$ cat config.mk
export PLATFORM = sky130hd
export DESIGN_NAME = chr_rsp_fifo
export DESIGN_NICKNAME = d
export VERILOG_FILES = /design/src/chr_pkg.sv /design/src/chr_rsp_fifo.sv
export SDC_FILE = /design/constraint.sdc
export NUM_CORES = 1
export LEC_CHECK = 0
export BUFFER_PORTS_ARGS = -buffer_cell sky130_fd_sc_hd__buf_2
export CAP_MARGIN = 20
export CORE_MARGIN = 1.5
export CORE_UTILIZATION = 60
export CTS_BUF_LIST = sky130_fd_sc_hd__clkbuf_4 sky130_fd_sc_hd__clkbuf_8 sky130_fd_sc_hd__clkbuf_16
export CTS_CLUSTER_DIAMETER = 60
export CTS_CLUSTER_SIZE = 40
export DETAILED_ROUTE_END_ITERATION = 10
export GPL_TIMING_DRIVEN = 0
export PLACE_DENSITY_LB_ADDON = 0.05
export SLEW_MARGIN = 30
export SYNTH_ARGS = -nofsm -noshare
export SYNTH_HDL_FRONTEND = slang
export SYNTH_SLANG_ARGS = --single-unit
export TNS_END_PERCENT = 50
$ cat constraint.sdc
create_clock -name clock -period 4.63 [get_ports clock]
set_input_delay 0.463 -clock clock [delete_from_list [all_inputs] [get_ports clock]]
set_output_delay 0.463 -clock clock [all_outputs]
set_load 0.01 [all_outputs]
$ cat src/chr_pkg.sv
// chr_pkg: shared types, constants and hash helpers for the hash ring router
// used by chr_front, chr_back, chr_rsp_fifo and consistent_hash_ring_router
// no dependencies
package chr_pkg;

   localparam logic [63:0] FNV_PRIME    = 64'h0000_0100_0000_01B3;
   localparam logic [63:0] FNV_BASIS    = 64'hCBF2_9CE4_8422_2325;
   localparam logic [63:0] FNV_PRIME_SQ = FNV_PRIME * FNV_PRIME;
   // upper part of the basis after the first xor, carried through both mixes
   localparam logic [63:0] SEED_BASE    = (FNV_BASIS & ~64'hFF) * FNV_PRIME_SQ;

   localparam logic [7:0] EMPTY_ID = 8'hFF;

   localparam int ITEM_DEPTH = 4;
   localparam int ITEM_PTR_W = $clog2(ITEM_DEPTH);
   localparam int ITEM_CNT_W = ITEM_PTR_W + 1;

   localparam int RSP_DEPTH = 4;
   localparam int RSP_PTR_W = $clog2(RSP_DEPTH);
   localparam int RSP_CNT_W = RSP_PTR_W + 1;

   typedef enum logic [1:0] {
      OP_CLEAR = 2'd0,
      OP_NAME  = 2'd1,
      OP_FILL  = 2'd2,
      OP_KEY   = 2'd3
   } op_type;

   typedef struct packed {
      op_type      op;
      logic [7:0]  data_byte;
      logic        last_byte;
      logic [7:0]  host_number;
      logic [63:0] seed;
   } chr_item_type;

   typedef struct packed {
      logic [7:0]  server_id;
      logic [15:0] ring_slot;
   } chr_rsp_type;

   // one fnv-1a step, prime multiply as shifts and adds (2^40 + 0x1b3)
   function automatic logic [63:0] fnv_mix(input logic [63:0] h, input logic [7:0] b);
      logic [63:0] x;
      x = h ^ {56'd0, b};
      return (x << 40) + (x << 8) + (x << 7) + (x << 5) + (x << 4) + (x << 1) + x;
   endfunction

   // hash of the basis after the two little-endian bytes of a point number
   function automatic logic [63:0] point_seed(input logic [7:0] point);
      logic [63:0] low;
      low = {56'd0, point ^ FNV_BASIS[7:0]};
      return SEED_BASE + low * FNV_PRIME_SQ;
   endfunction

endpackage

$ cat src/chr_rsp_fifo.sv
// chr_rsp_fifo: result queue between the back end and the response port
// depends on chr_pkg
module chr_rsp_fifo (
   input  logic                           clock,
   input  logic                           reset,
   input  logic                           push,
   input  chr_pkg::chr_rsp_type           push_data,
   output logic [chr_pkg::RSP_CNT_W-1:0]  count,
   output logic                           rsp_empty,
   input  logic                           rsp_pop,
   output chr_pkg::chr_rsp_type           head
);

   chr_pkg::chr_rsp_type                  rsp_mem [chr_pkg::RSP_DEPTH];
   logic [chr_pkg::RSP_PTR_W-1:0]         wr_ptr_ff, wr_ptr_in;
   logic [chr_pkg::RSP_PTR_W-1:0]         rd_ptr_ff, rd_ptr_in;
   logic [chr_pkg::RSP_CNT_W-1:0]         count_ff, count_in;
   logic                                  do_pop;

   assign count     = count_ff;
   assign rsp_empty = (count_ff == '0);
   assign head      = rsp_mem[rd_ptr_ff];
   assign do_pop    = rsp_pop && !rsp_empty;

   // the back end only pushes when it holds a free slot, so no full check
   always_comb begin
      wr_ptr_in = push   ? wr_ptr_ff + chr_pkg::RSP_PTR_W'(1) : wr_ptr_ff;
      rd_ptr_in = do_pop ? rd_ptr_ff + chr_pkg::RSP_PTR_W'(1) : rd_ptr_ff;
      count_in  = count_ff;
      if (push && !do_pop) begin
         count_in = count_ff + chr_pkg::RSP_CNT_W'(1);
      end else if (do_pop && !push) begin
         count_in = count_ff - chr_pkg::RSP_CNT_W'(1);
      end
   end

   always_ff @(posedge clock) begin
      if (reset) begin
         wr_ptr_ff <= '0;
         rd_ptr_ff <= '0;
         count_ff  <= '0;
      end else begin
         wr_ptr_ff <= wr_ptr_in;
         rd_ptr_ff <= rd_ptr_in;
         count_ff  <= count_in;
      end
   end

   always_ff @(posedge clock) begin
      if (push) begin
         rsp_mem[wr_ptr_ff] <= push_data;
      end
   end

endmodule

---- Word-level counts from Yosys, hierarchy flattened ----
Memories as Yosys holds them, arrays and structs flattened. A register that Yosys moved wholly into a read port is not among the register bits.
Index checks and enable logic that the tools add are counted.
word-level totals
  bits of input ports ..................... 28
  memories kept ........................... 1
  flip-flop bits (word level) ............. 7
  logic and storage cells ................. 22
  bits in writable memories ............... 96
memories
  name     words  bits a word  read ports  clocked after memory_dff  write ports  line                source
  rsp_mem  4      24           1           1                         1            chr_rsp_fifo.sv:14  chr_pkg::chr_rsp_type rsp_mem [chr_pkg::RSP_DEPTH];
cells by class
  multiplexer cells ....................... 6
  reductions and logical operators ........ 8
  $add $sub $neg .......................... 4
operators by type and width
  operator                                                            number
  3-bit two-way mux                                                   2
  2-bit by 1-bit adder with 2-bit output, second input constant       2
  2-bit two-way mux                                                   2
  3-bit by 1-bit adder with 3-bit output, second input constant       1
  1-bit logical AND                                                   3
  1-bit logical NOT                                                   3
  3-bit logical NOT                                                   1
  3-bit by 1-bit subtractor with 3-bit output, second input constant  1
  1-bit two-way mux                                                   2
  2-bit nonzero test                                                  1

---- Longest topological paths before layout ----
Gate-level depths: netlist of the first run.
  depth in word-level cells ............... 6
  depth in mapped cells ................... 7

---- Worst setup path after synthesis of the first run ----
No wires, ideal clock.
  path type ............................... flip-flop to flip-flop
  start point ............................. register count_ff (netlist bit count[1])
  end point ............................... register count_ff (netlist bit count[2])
  required time ........................... 4.560 ns
  arrival ................................. 1.879 ns
  path slack .............................. 2.681 ns
  clock period less this slack ............ 1.949 ns
  stages on the path, launching flop included .. 8
  path through ............................ dfxtp_1 > o31ai_2 > ha_1 > inv_1 > fa_1 > xor2_1 > or3_1 > a21oi_1
on the way
  cells in the longest elaborated chain, start to end .. 6
  elaborated cells on any way between the ends .. 11
  those cells by class .................... add/sub: 2; mux: 2; reduce/logical: 7
RTL lines
  item                                                                                                 line                source
  from (decl)                                                                                          chr_rsp_fifo.sv:17  logic [chr_pkg::RSP_CNT_W-1:0] count_ff, count_in;
  from (signal assigned)                                                                               chr_rsp_fifo.sv:45  count_ff <= count_in;
  parallel branches: the longest is 6 deep, another holds 3-bit by 1-bit subtractor with 3-bit output  n/a
Parallel ways; which one is timed is not known. The select of a mux whose other input is x is not followed.
A chain may end at the register's enable or synchronous reset.

==> results of run 1 <==
[routing by layer]
layer,vias up,track usage [%],wire length [µm]
met2,61,29.0,3120
li1,825,-,-
met3,12,4.25,296
met4,0,8.94,135
met1,930,25.7,2430
met5,-,0,0
[worst min-delay path by stage]
| stage | slack [ps] | to | cells after the start |
|---|---|---|---|
| 4_1_cts | 300 | rsp_mem[3][17]$_DFFE_PP_ | 1 |
| 2_1_floorplan | 480 | register | 2 |
| 5_1_grt | 300 | rsp_mem[3][7]$_DFFE_PP_ | 1 |
| 3_3_place_gp | 510 | count[2]$_SDFFE_PP0P_ | 2 |
| 3_5_place_dp | 530 | rd_ptr_ff[1]$_SDFFE_PP0P_ | 2 |
| 6_report | 320 | rsp_mem[3][17]$_DFFE_PP_ | 1 |
[metrics by stage]
| stage | worst slack [ps] | hold WS, ps |
|---|---|---|
| after floorplan | 2680 | 485 |
| after global placement | 2630 | 513 |
| after detailed placement | 2530 | 526 |
| after CTS | 2370 | 299 |
| after global routing | 2280 | 299 |
| final | 2400 | 316 |
[layout make-up]
type	count	area, µm²	area share [%]
clock buffers	9	124	2.75
well taps	77	96.3	2.14
multi-input cells	54	801	17.8
plain buffers	7	68.8	1.53
repair buffers	54	270	5.99
clock inverters	7	76.3	1.69
inverters	3	11.3	0.250
flip-flops and latches	105	3060	67.9
[synthesized netlist by cell type, types with 3 or more instances]
cell	number	area [µm²]
sky130_fd_sc_hd__and2_1	4	25.0
sky130_fd_sc_hd__dfxtp_1	9	180
sky130_fd_sc_hd__edfxtp_1	96	2880
sky130_fd_sc_hd__ha_1	5	62.6
sky130_fd_sc_hd__inv_1	3	11.3
sky130_fd_sc_hd__mux4_1	4	105
sky130_fd_sc_hd__mux4_2	20	450
sky130_fd_sc_hd__nor2_1	7	26.3
sky130_fd_sc_hd__xor2_1	4	35.0
[power groups by stage]
| stage | Combinational [mW] | Clock, mW | Sequential, mW |
|---|---|---|---|
| 4_1_cts | 0.564 | 0.568 | 1.13 |
| 3_5_place_dp | 0.564 | 0 | 1.15 |
| 3_3_place_gp | 0.545 | 0 | 1.15 |
| 5_1_grt | 0.601 | 0.608 | 1.14 |
| 2_1_floorplan | 0.389 | 0 | 1.15 |
| 6_report | 0.554 | 0.557 | 1.13 |
[worst max-delay path, cell delays in order (launching register included)]
cell and delay, ps:
sky130_fd_sc_hd__dfxtp_1 320, sky130_fd_sc_hd__clkbuf_1 240, sky130_fd_sc_hd__buf_2 340, sky130_fd_sc_hd__mux4_2 360, sky130_fd_sc_hd__buf_2 150
[cells by family (layout without fill, tap and decap cells)]
kind of cell	count (synthesis)	count (layout)	share of synthesized area, %
flops	105	105	77.8
xor+xnor	5	5	1.11
fa+ha+maj	6	6	2.10
compound gates	4	4	0.794
buf+inv	10	80	2.03
mux	26	26	14.6
simple gates	13	13	1.59
[sequential cells by signal (all words and copies together), names as in the netlist, named ones only]
name       flops
rsp_mem       96
count          3
rd_ptr_ff      2
wr_ptr_ff      2
==> qor.log, run 1 <==
INFO  status         outcome=finished clean
INFO  floorplanning  start_util=62.0%
INFO  synth          synth_area_per_cell=23.3µm²
INFO  floorplanning  io-pin-count=56
INFO  clocking       ctsHtreeMaxLevel=3
INFO  clocking       ctsRootBufferMaster=sky130_fd_sc_hd__clkbuf_8
INFO  setup_path     critPathMaxFanout=10
INFO  synth          yosysSeqAreaShare=77.8%
INFO  setup_path     worstRegToRegCells=7
INFO  setup_path     setup.worst_path.class=reg -> out
INFO  global_route   grt_antenna_before_repair=0
INFO  final_layout   fillers=394
INFO  detailed_routing first_pass_iters=4
INFO  detailed_routing post_drt_via_cell_ratio=5.78
INFO  clocking       clock_tree_from_tritoncts=done
INFO  floorplanning  floorplan.die.width=84.0µm
INFO  power_and_ir_drop power_switching=596µW
INFO  timing         max_clock_freq=448MHz
INFO  timing         post_route_setup_tns=0ps
INFO  flow_run       maxCapViolCount=0
INFO  setup_path     worst_r2r_startpoint=count[1]$_SDFFE_PP0P_
INFO  final_layout   mostFrequentLayoutCells=96 x sky130_fd_sc_hd__edfxtp_1, 56 x sky130_fd_sc_hd__buf_2, 20 x sky130_fd_sc_hd__mux4_2
INFO  clocking       ctsResizeCount=0
INFO  synth          syn-instance-count=169
INFO  setup_path     timing.critical_path.required=4170ps
INFO  synth          synth-async-reset-ratio=0%
INFO  setup_path     cp-start-kind=register
INFO  clocking       latest_clock_arrival_within_the_worst_skew_pair=350ps
INFO  floorplanning  fp.dieH=84.0µm
INFO  timing         count_of_endpoints_failing_hold_in_the_final_timing_report=0
INFO  place          io_buffer_count=54
INFO  timing         fin_worst_skew=10.7ps
INFO  final_layout   flow.area_growth_from_synthesis=14.5%
INFO  synth          synth_enable_flop_cells=96
INFO  detailed_routing vias=1,828
INFO  floorplanning  rows=29
INFO  synth          mappedNetlistNets=203
INFO  final_layout   fin_util=71.0%
INFO  synth          yosys_most_used_dff=sky130_fd_sc_hd__edfxtp_1
INFO  place          placed_cells_incl_taps=300
INFO  place          placed_wire_length_estimate=3830µm
INFO  power_and_ir_drop powerDensity=497nW/µm²
INFO  power_and_ir_drop power.combinational.fraction=24.7%
INFO  final_layout   design.final.nets=268
INFO  detailed_routing route.final.wire_length=5970µm
INFO  clocking       cts_sinks=105
INFO  power_and_ir_drop cell_internal_pwr=1.65mW
INFO  power_and_ir_drop worst_ir_drop_vdd=0.348mV
INFO  timing         setup_repair_after_global_routing_missed_its_margin=false
INFO  timing         period_needed=2230ps
INFO  power_and_ir_drop total_leakage_power=1.57nW
INFO  place          placement.cell_area=4310µm²
INFO  setup_path     timing.rr.end=count[2]$_SDFFE_PP0P_
INFO  clocking       cts.reportedPaths.clkPinSlew=100ps
INFO  detailed_routing drt-wirelength-per-cell=18.9µm
INFO  power_and_ir_drop total_power=2.24mW
INFO  timing         worst_slew_margin_rel=57.0%
INFO  clocking       postCtsSetupBuffers=0
INFO  global_route   grt_use_total=18.7%
INFO  min_path       worstHoldPathType=in -> reg
INFO  floorplanning  floorplan.core_area=6350µm²
INFO  timing         period_share=48.2%
INFO  timing         timing.final.setup_violations=0
INFO  global_route   maximum_number_of_pins_on_one_net_before_global_route_repair=25
INFO  power_and_ir_drop netSwitchingFraction=26.6%
INFO  final_layout   final_common_cell=sky130_fd_sc_hd__edfxtp_1
INFO  detailed_routing drt_iter0_markers=111
INFO  synth          yosysUniqueCellTypes=22
INFO  clocking       clockBufferDepth=2
INFO  clocking       cts_hold_buf=0
INFO  final_layout   antenna_cells_inserted=0
INFO  setup_path     critPathCaptureType=output port
INFO  setup_path     flop_to_flop_setup_slack=2520ps
INFO  timing         maxSlewViolCount=0
INFO  final_layout   final_cell_count_no_fill=316
INFO  detailed_routing drc_errors=0
INFO  detailed_routing route.antenna.remaining_nets=0
INFO  global_route   grt_first_pass_wirelength=9700µm
INFO  power_and_ir_drop clock_power_share=24.8%
INFO  clocking       tritoncts.num_buffers=9
INFO  place          gp_congestion=0.678
INFO  final_layout   final_layout_size_suffix_gt1_share=41.8%
INFO  global_route   number_of_global_route_vias_before_repair=1,897
INFO  setup_path     worst-endpoint-arrival=1770ps
INFO  power_and_ir_drop seqPwrFrac=50.4%
INFO  timing         worst_pin_slew=646ps
INFO  synth          yosysWarningCount=0
INFO  min_path       hold_start=push_data[17]
INFO  floorplanning  die_area=7060µm²
INFO  synth          mappedNetlistArea=3940µm²
INFO  global_route   grt_overflow=0
INFO  setup_path     crit_path_end=head[19]
INFO  synth          postSynthRegisterBits=105
INFO  final_layout   postLayoutCellArea=4510µm²
(Power assumes the default switching activity.)
==> run 2: changes to the inputs <==
Settings changed: CORE_UTILIZATION 60 to 51.
Clock period 4.63 ns to 2.05 ns, I/O delays scaled along.
==> run 2 against run 1 <==
Register-to-register slack worse by 2500 ps. Non-clock buffer count rose by 2. Critical path depth is 3 higher. Clock power is 97% higher. Via count shrank 2.7%. Final cell count increased by 7.6%. Wire length up 5.5%. Setup slack worse by 2400 ps. Clock skew fell by 6.5 ps. Critical endpoint is now count[2]$_SDFFE_PP0P_. Largest cell class unchanged.
==> qor.log, run 2 (synthesis results as in run 1) <==
INFO  status         outcome=finished clean
INFO  setup_path     flop_to_flop_setup_slack=40ps [-2480 ps]
INFO  setup_path     timing.critical_path.required=2320ps [-1850 ps]
INFO  power_and_ir_drop total_leakage_power=1.56nW [-0.20%]
INFO  power_and_ir_drop cell_internal_pwr=3.64mW [+120%]
INFO  place          gp_congestion=0.697 [+2.7%]
INFO  final_layout   design.final.nets=270 [+0.75%]
INFO  final_layout   final_cell_count_no_fill=340 [+7.6%]
INFO  detailed_routing drc_errors=0 [unchanged]
INFO  final_layout   final_layout_size_suffix_gt1_share=44.0% [+2.1 points]
INFO  global_route   grt_first_pass_wirelength=9940µm [+2.5%]
INFO  detailed_routing first_pass_iters=4 [unchanged]
INFO  clocking       latest_clock_arrival_within_the_worst_skew_pair=350ps [about the same]
INFO  setup_path     critPathCaptureType=register
INFO  place          io_buffer_count=54 [unchanged]
INFO  global_route   grt_antenna_before_repair=0 [unchanged]
INFO  timing         fin_worst_skew=4.20ps [-6.53 ps]
INFO  clocking       clock_tree_from_tritoncts=done
INFO  timing         timing.final.setup_violations=0 [unchanged]
INFO  power_and_ir_drop powerDensity=1090nW/µm² [+120%]
INFO  global_route   grt_overflow=0 [unchanged]
INFO  timing         count_of_endpoints_failing_hold_in_the_final_timing_report=0 [unchanged]
INFO  global_route   grt_use_total=16.6% [-2.2 points]
INFO  min_path       worstHoldPathType=in -> reg
INFO  timing         worst_pin_slew=696ps [+50.8 ps]
INFO  detailed_routing post_drt_via_cell_ratio=5.23 [-9.6%]
INFO  final_layout   max_flop_register=rsp_mem
INFO  setup_path     timing.rr.end=count[2]$_SDFFE_PP0P_
INFO  detailed_routing route.antenna.remaining_nets=0 [unchanged]
INFO  timing         period_share=98.2%
INFO  setup_path     worst_r2r_startpoint=count[2]$_SDFFE_PP0P_
INFO  final_layout   antenna_cells_inserted=0 [unchanged]
INFO  timing         setup_repair_after_global_routing_missed_its_margin=true
INFO  power_and_ir_drop worst_ir_drop_vdd=0.576mV [+65%]
INFO  final_layout   fin_util=61.7% [-9.3 points]
INFO  place          worst_slack_at_placement=-40.9ps [-2580 ps]
INFO  setup_path     cell_with_the_biggest_individual_delay_on_the_critical_path=sky130_fd_sc_hd__dfxtp_2
INFO  power_and_ir_drop power_switching=1.31mW [+120%]
INFO  detailed_routing route.final.wire_length=6300µm [+5.5%]
INFO  place          placement.cell_area=4340µm² [+0.64%]
INFO  setup_path     crit_path_end=count[2]$_SDFFE_PP0P_
INFO  setup_path     largest_stage_delay_worst_path=370ps [about the same]
INFO  flow_run       maxCapViolCount=0 [unchanged]
INFO  final_layout   mostFrequentLayoutCells=96 x sky130_fd_sc_hd__edfxtp_1, 54 x sky130_fd_sc_hd__buf_2, 20 x sky130_fd_sc_hd__mux4_2
INFO  floorplanning  rows=31 [+6.9%]
INFO  clocking       clockBufferDepth=2 [unchanged]
INFO  clocking       cts_sinks=105 [unchanged]
INFO  clocking       ctsHtreeMaxLevel=3 [unchanged]
INFO  power_and_ir_drop clock_power_share=22.2% [-2.6 points]
INFO  power_and_ir_drop total_power=4.95mW [+120%]
INFO  timing         worst_slew_margin_rel=53.6% [-3.4 points]
INFO  final_layout   fillers=558 [+42%]
INFO  clocking       cts_hold_buf=0 [unchanged]
INFO  timing         period_needed=2010ps
INFO  timing         finalWorstSetupSlack=36.3ps [-2360 ps]
INFO  global_route   maximum_number_of_pins_on_one_net_before_global_route_repair=25 [unchanged]
INFO  floorplanning  start_util=53.4% [-8.6 points]
INFO  final_layout   largest_reg_flops=96 [unchanged]
INFO  floorplanning  floorplan.core_area=7370µm² [+16%]
INFO  detailed_routing drt_iter0_markers=117 [+5.4%]
INFO  clocking       ctsRootBufferMaster=sky130_fd_sc_hd__clkbuf_8
INFO  setup_path     crit_chain=o31ai_4, ha_2, inv_1, fa_1, xor2_1, or3_1, a21oi_2
INFO  floorplanning  io-pin-count=56 [unchanged]
INFO  global_route   number_of_global_route_vias_before_repair=1,893 [-0.21%]
INFO  power_and_ir_drop netSwitchingFraction=26.5% [-0.10 points]
INFO  detailed_routing drt-wirelength-per-cell=18.5µm [-2.0%]
INFO  setup_path     critPathMaxFanout=6 [-4]
INFO  clocking       tritoncts.num_buffers=9 [unchanged]
INFO  final_layout   postLayoutCellArea=4550µm² [+0.83%]
INFO  timing         maxSlewViolCount=0 [unchanged]
INFO  setup_path     worst-endpoint-arrival=2290ps [+520 ps]
INFO  final_layout   flow.area_growth_from_synthesis=15.5%
INFO  floorplanning  floorplan.die.width=90.9µm [+8.2%]
INFO  setup_path     setup.worst_path.class=reg -> reg
INFO  setup_path     worst_setup_path_startpoint=count[2]$_SDFFE_PP0P_
INFO  timing         max_clock_freq=497MHz
INFO  floorplanning  fp.dieH=90.9µm [+8.2%]
INFO  detailed_routing vias=1,779 [-2.7%]
INFO  place          placed_wire_length_estimate=3960µm [+3.6%]
INFO  clocking       cts.reportedPaths.clkPinSlew=90ps [about the same]
INFO  final_layout   final_common_cell=sky130_fd_sc_hd__edfxtp_1
INFO  floorplanning  die_area=8260µm² [+17%]
INFO  place          placed_cells_incl_taps=322 [+7.3%]
INFO  power_and_ir_drop power.combinational.fraction=25.9% [+1.2 points]
INFO  setup_path     cp-start-kind=register
INFO  power_and_ir_drop seqPwrFrac=51.9% [+1.5 points]
INFO  setup_path     worstRegToRegCells=7 [unchanged]
-- run 2: cell types whose count changed in the layout (fill, tap and decap cells not counted), moves of 2 or more --
cell	before	now
sky130_fd_sc_hd__buf_2	56	54
sky130_fd_sc_hd__buf_4	0	2
sky130_fd_sc_hd__clkbuf_4	0	4
sky130_fd_sc_hd__dfxtp_1	9	6
sky130_fd_sc_hd__dfxtp_2	0	3
sky130_fd_sc_hd__inv_6	2	0
-- run 2: final cells by class --
class	count	area (µm²)	area share [%]
clock buffer	11	139	3.05
buffer	7	73.8	1.62
inverter	3	11.3	0.248
clock inverter	5	32.5	0.715
multi-input combinational	54	816	17.9
tap	99	124	2.72
timing repair buffer	56	285	6.27
sequential	105	3070	67.4
-- run 2: metal layers --
metal | up-vias | routed length [µm] | GRT usage, %
li1 | 827 | - | -
met3 | 8 | 255 | 3.28
met2 | 45 | 3350 | 28.7
met4 | 0 | 106 | 6.64
met1 | 899 | 2590 | 20.5
met5 | - | 0 | 0
-- run 2: critical path: cells and delay by family, from the launching register on --
family	cells	cell delay, ps
buffers and inverters	1	50
and+or+nand+nor	1	340
DFF	1	370
xor gates and xnor gates	1	160
AOI/OAI and AO/OA	2	440
adders and majority gates	2	590
-- run 2: power by group through the flow --
stage | Combinational (mW) | Sequential [mW] | Clock (mW)
after floorplan | 0.879 | 2.60 | 0
after global placement | 1.24 | 2.59 | 0
after detailed placement | 1.27 | 2.60 | 0
after CTS | 1.28 | 2.57 | 1.13
after global routing | 1.39 | 2.58 | 1.21
final | 1.28 | 2.57 | 1.10
-- run 2: repair_timing --
action,4_1_cts,5_1_grt
resized for setup,4,4
pin swaps,0,2
endpoints found under the setup margin,1,7
buffers inserted,0,2
-- run 2: stage by stage --
step	TNS (ps)	hold slack, ps
floorplan	0	304
global placement	0	412
detailed placement	-40.9	425
CTS	0	51.2
global route	-12.6	57.0
finish	0	62.9
-- run 2: worst min-delay path by stage --
stage / start / to / cells past startpoint / slack, ps
after floorplan: push_data[0] / rsp_mem[0][0]$_DFFE_PP_ / 0 / 300
after global placement: push_data[2] / rsp_mem[3][2]$_DFFE_PP_ / 1 / 410
after detailed placement: push_data[2] / rsp_mem[2][2]$_DFFE_PP_ / 1 / 420
after CTS: push_data[8] / rsp_mem[0][8]$_DFFE_PP_ / 1 / 50
after global routing: push_data[6] / rsp_mem[0][6]$_DFFE_PP_ / 1 / 60
final: push_data[2] / rsp_mem[0][2]$_DFFE_PP_ / 1 / 60
==> run 3: changes to the inputs <==
Settings changed: CELL_PAD_IN_SITES_DETAIL_PLACEMENT set to 0, CELL_PAD_IN_SITES_GLOBAL_PLACEMENT set to 1, CORE_UTILIZATION 51 to 44.
==> run 3 against run 2 <==
Non-clock buffer count decreased by 1. Critical path depth unchanged. Utilization decreased by 8.8 points. Sequential power about the same. Register-to-register slack improved by 60 ps. Critical endpoint unchanged. Largest cell class unchanged.
==> qor.log, run 3 (synthesis results as in run 1) <==
INFO  detailed_routing drt_iter0_markers=79 [-32%]
INFO  final_layout   largest_reg_flops=96 [unchanged]
INFO  power_and_ir_drop clock_power_share=24.7% [+2.5 points]
INFO  timing         period_needed=1950ps [-60.2 ps]
INFO  setup_path     timing.rr.end=count[2]$_SDFFE_PP0P_
INFO  floorplanning  start_util=45.4% [-8.1 points]
INFO  power_and_ir_drop netSwitchingFraction=26.0% [-0.48 points]
INFO  timing         max_clock_freq=512MHz [+3.1%]
INFO  clocking       cts_hold_buf=0 [unchanged]
INFO  detailed_routing route.final.wire_length=6330µm [+0.44%]
INFO  power_and_ir_drop powerDensity=1110nW/µm² [+2.2%]
INFO  timing         count_of_endpoints_failing_hold_in_the_final_timing_report=0 [unchanged]
INFO  flow_run       maxCapViolCount=0 [unchanged]
INFO  floorplanning  floorplan.die.width=97.6µm [+7.4%]
INFO  detailed_routing route.antenna.remaining_nets=0 [unchanged]
INFO  floorplanning  die_area=9530µm² [+15%]
INFO  clocking       clockBufferDepth=2 [unchanged]
INFO  setup_path     setup.worst_path.class=reg -> reg
INFO  timing         period_share=95.3% [-2.9 points]
INFO  clocking       cts_sinks=105 [unchanged]
INFO  global_route   grt_use_total=14.8% [-1.7 points]
INFO  final_layout   fin_util=52.9% [-8.8 points]
INFO  power_and_ir_drop total_leakage_power=1.58nW [+1.0%]
INFO  final_layout   final_common_cell=sky130_fd_sc_hd__edfxtp_1
INFO  detailed_routing first_pass_iters=4 [unchanged]
INFO  setup_path     cp-start-kind=register
INFO  final_layout   mostFrequentLayoutCells=96 x sky130_fd_sc_hd__edfxtp_1, 54 x sky130_fd_sc_hd__buf_2, 20 x sky130_fd_sc_hd__mux4_2
INFO  setup_path     worst-endpoint-arrival=2230ps [-60 ps]
INFO  status         outcome=finished clean
INFO  power_and_ir_drop total_power=5.10mW [+3.1%]
INFO  floorplanning  io-pin-count=56 [unchanged]
INFO  power_and_ir_drop worst_ir_drop_vdd=0.547mV [-5.0%]
INFO  place          gp_congestion=0.705 [+1.3%]
INFO  global_route   grt_first_pass_wirelength=10,500µm [+5.6%]
INFO  floorplanning  rows=34 [+9.7%]
INFO  setup_path     worst_r2r_startpoint=count[2]$_SDFFE_PP0P_
INFO  timing         worst_slew_margin_rel=53.8% [+0.20 points]
INFO  floorplanning  floorplan.core_area=8680µm² [+18%]
INFO  detailed_routing drc_errors=0 [unchanged]
INFO  setup_path     flop_to_flop_setup_slack=100ps [+60 ps]
INFO  clocking       cts.reportedPaths.clkPinSlew=100ps [about the same]
INFO  power_and_ir_drop power_switching=1.33mW [+1.3%]
INFO  min_path       worstHoldPathType=in -> reg
INFO  detailed_routing vias=1,785 [+0.34%]
INFO  power_and_ir_drop power.combinational.fraction=24.9% [-1.0 points]
INFO  final_layout   final_layout_size_suffix_gt1_share=44.6% [+0.60 points]
INFO  clocking       clock_tree_from_tritoncts=done
INFO  final_layout   max_flop_register=rsp_mem
INFO  power_and_ir_drop cell_internal_pwr=3.78mW [+3.8%]
INFO  final_layout   final_cell_count_no_fill=348 [+2.4%]
INFO  timing         setup_repair_after_global_routing_missed_its_margin=true
INFO  power_and_ir_drop seqPwrFrac=50.4% [-1.5 points]
INFO  final_layout   design.final.nets=269 [-0.37%]
INFO  clocking       ctsHtreeMaxLevel=3 [unchanged]
INFO  clocking       tritoncts.num_buffers=9 [unchanged]
INFO  setup_path     critPathMaxFanout=6 [unchanged]
INFO  min_path       hold_start=push_data[11]
INFO  clocking       latest_clock_arrival_within_the_worst_skew_pair=350ps [about the same]
INFO  final_layout   antenna_cells_inserted=0 [unchanged]
INFO  setup_path     worstRegToRegCells=7 [unchanged]
INFO  floorplanning  fp.dieH=97.6µm [+7.4%]
INFO  place          placed_cells_incl_taps=331 [+2.8%]
INFO  global_route   grt_overflow=0 [unchanged]
INFO  timing         timing.final.setup_violations=0 [unchanged]
INFO  timing         maxSlewViolCount=0 [unchanged]
INFO  global_route   number_of_global_route_vias_before_repair=2,058 [+8.7%]
INFO  timing         fin_worst_skew=12.1ps [+7.86 ps]
INFO  clocking       ctsRootBufferMaster=sky130_fd_sc_hd__clkbuf_8
INFO  global_route   maximum_number_of_pins_on_one_net_before_global_route_repair=25 [unchanged]
INFO  global_route   grt_antenna_before_repair=0 [unchanged]
INFO  min_path       timing.hold.worst_endpoint=rsp_mem[3][11]$_DFFE_PP_
INFO  setup_path     timing.critical_path.required=2320ps [about the same]
INFO  setup_path     critPathCaptureType=register
INFO  min_path       min_path_cells=1 [unchanged]
INFO  detailed_routing drt-wirelength-per-cell=18.2µm [-1.9%]
INFO  timing         worst_pin_slew=693ps [-2.93 ps]
INFO  place          placed_wire_length_estimate=4060µm [+2.4%]
INFO  place          io_buffer_count=54 [unchanged]
INFO  final_layout   flow.area_growth_from_synthesis=16.5%
INFO  detailed_routing post_drt_via_cell_ratio=5.13 [-2.0%]
run 3: worst max-delay path by stage:
stage	start	to	slack (ps)
global route	count[2]$_SDFFE_PP0P_	count[2]$_SDFFE_PP0P_	-20
detailed placement	count[1]$_SDFFE_PP0P_	count[2]$_SDFFE_PP0P_	-60
CTS	count[1]$_SDFFE_PP0P_	count[2]$_SDFFE_PP0P_	10
global placement	count[1]$_SDFFE_PP0P_	count[2]$_SDFFE_PP0P_	90
floorplan	count[1]$_SDFFE_PP0P_	count[2]$_SDFFE_PP0P_	100
finish	count[2]$_SDFFE_PP0P_	count[2]$_SDFFE_PP0P_	100
run 3: final cells by class:
class,instances,area [µm²]
Buffer,6,70.1
Clock buffer,11,139
Clock inverter,5,63.8
Fill cell,721,4090
Inverter,3,11.3
Multi-Input combinational cell,54,816
Sequential cell,105,3070
Tap cell,108,135
Timing Repair Buffer,56,285
run 3: critical path, stage by stage, from the launching register on:
cell and delay [ps]:
sky130_fd_sc_hd__dfxtp_2 360, sky130_fd_sc_hd__o31ai_4 260, sky130_fd_sc_hd__ha_2 220, sky130_fd_sc_hd__inv_1 50, sky130_fd_sc_hd__fa_1 370, sky130_fd_sc_hd__xor2_1 150
sky130_fd_sc_hd__or3_1 320, sky130_fd_sc_hd__a21oi_2 150
run 3: metal layers:
metal / GRT usage [%] / routed length [µm] / up-vias
met1: 17.0 / 2530 / 914
li1: - / - / 824
met5: 0 / 0 / -
met3: 2.95 / 246 / 7
met2: 27.0 / 3460 / 40
met4: 6.26 / 91 / 0
run 3: power by group through the flow:
stage          registers [mW]  clock network [mW]  logic, mW
2_1_floorplan            2.60                   0      0.879
3_3_place_gp             2.59                   0       1.25
3_5_place_dp             2.61                   0       1.28
4_1_cts                  2.57                1.30       1.29
5_1_grt                  2.59                1.38       1.40
6_report                 2.57                1.26       1.27
run 3: stage by stage:
step	hold slack [ps]	area [µm²]	setup slack (ps)	setup TNS, ps
CTS	42.8	4570	11.8	0
global placement	413	4340	88.4	0
detailed placement	424	4350	-61.3	-61.3
global route	44.2	4590	-24.6	-24.6
finish	59.7	4590	96.5	0
floorplan	304	3940	101	0
run 3: timing repair:
action | in CTS | in global routing
pin swaps | 0 | 2
buffers inserted | 0 | 2
gates cloned | 0 | 0
resized for setup | 4 | 5
endpoints found under the setup margin | 1 | 21
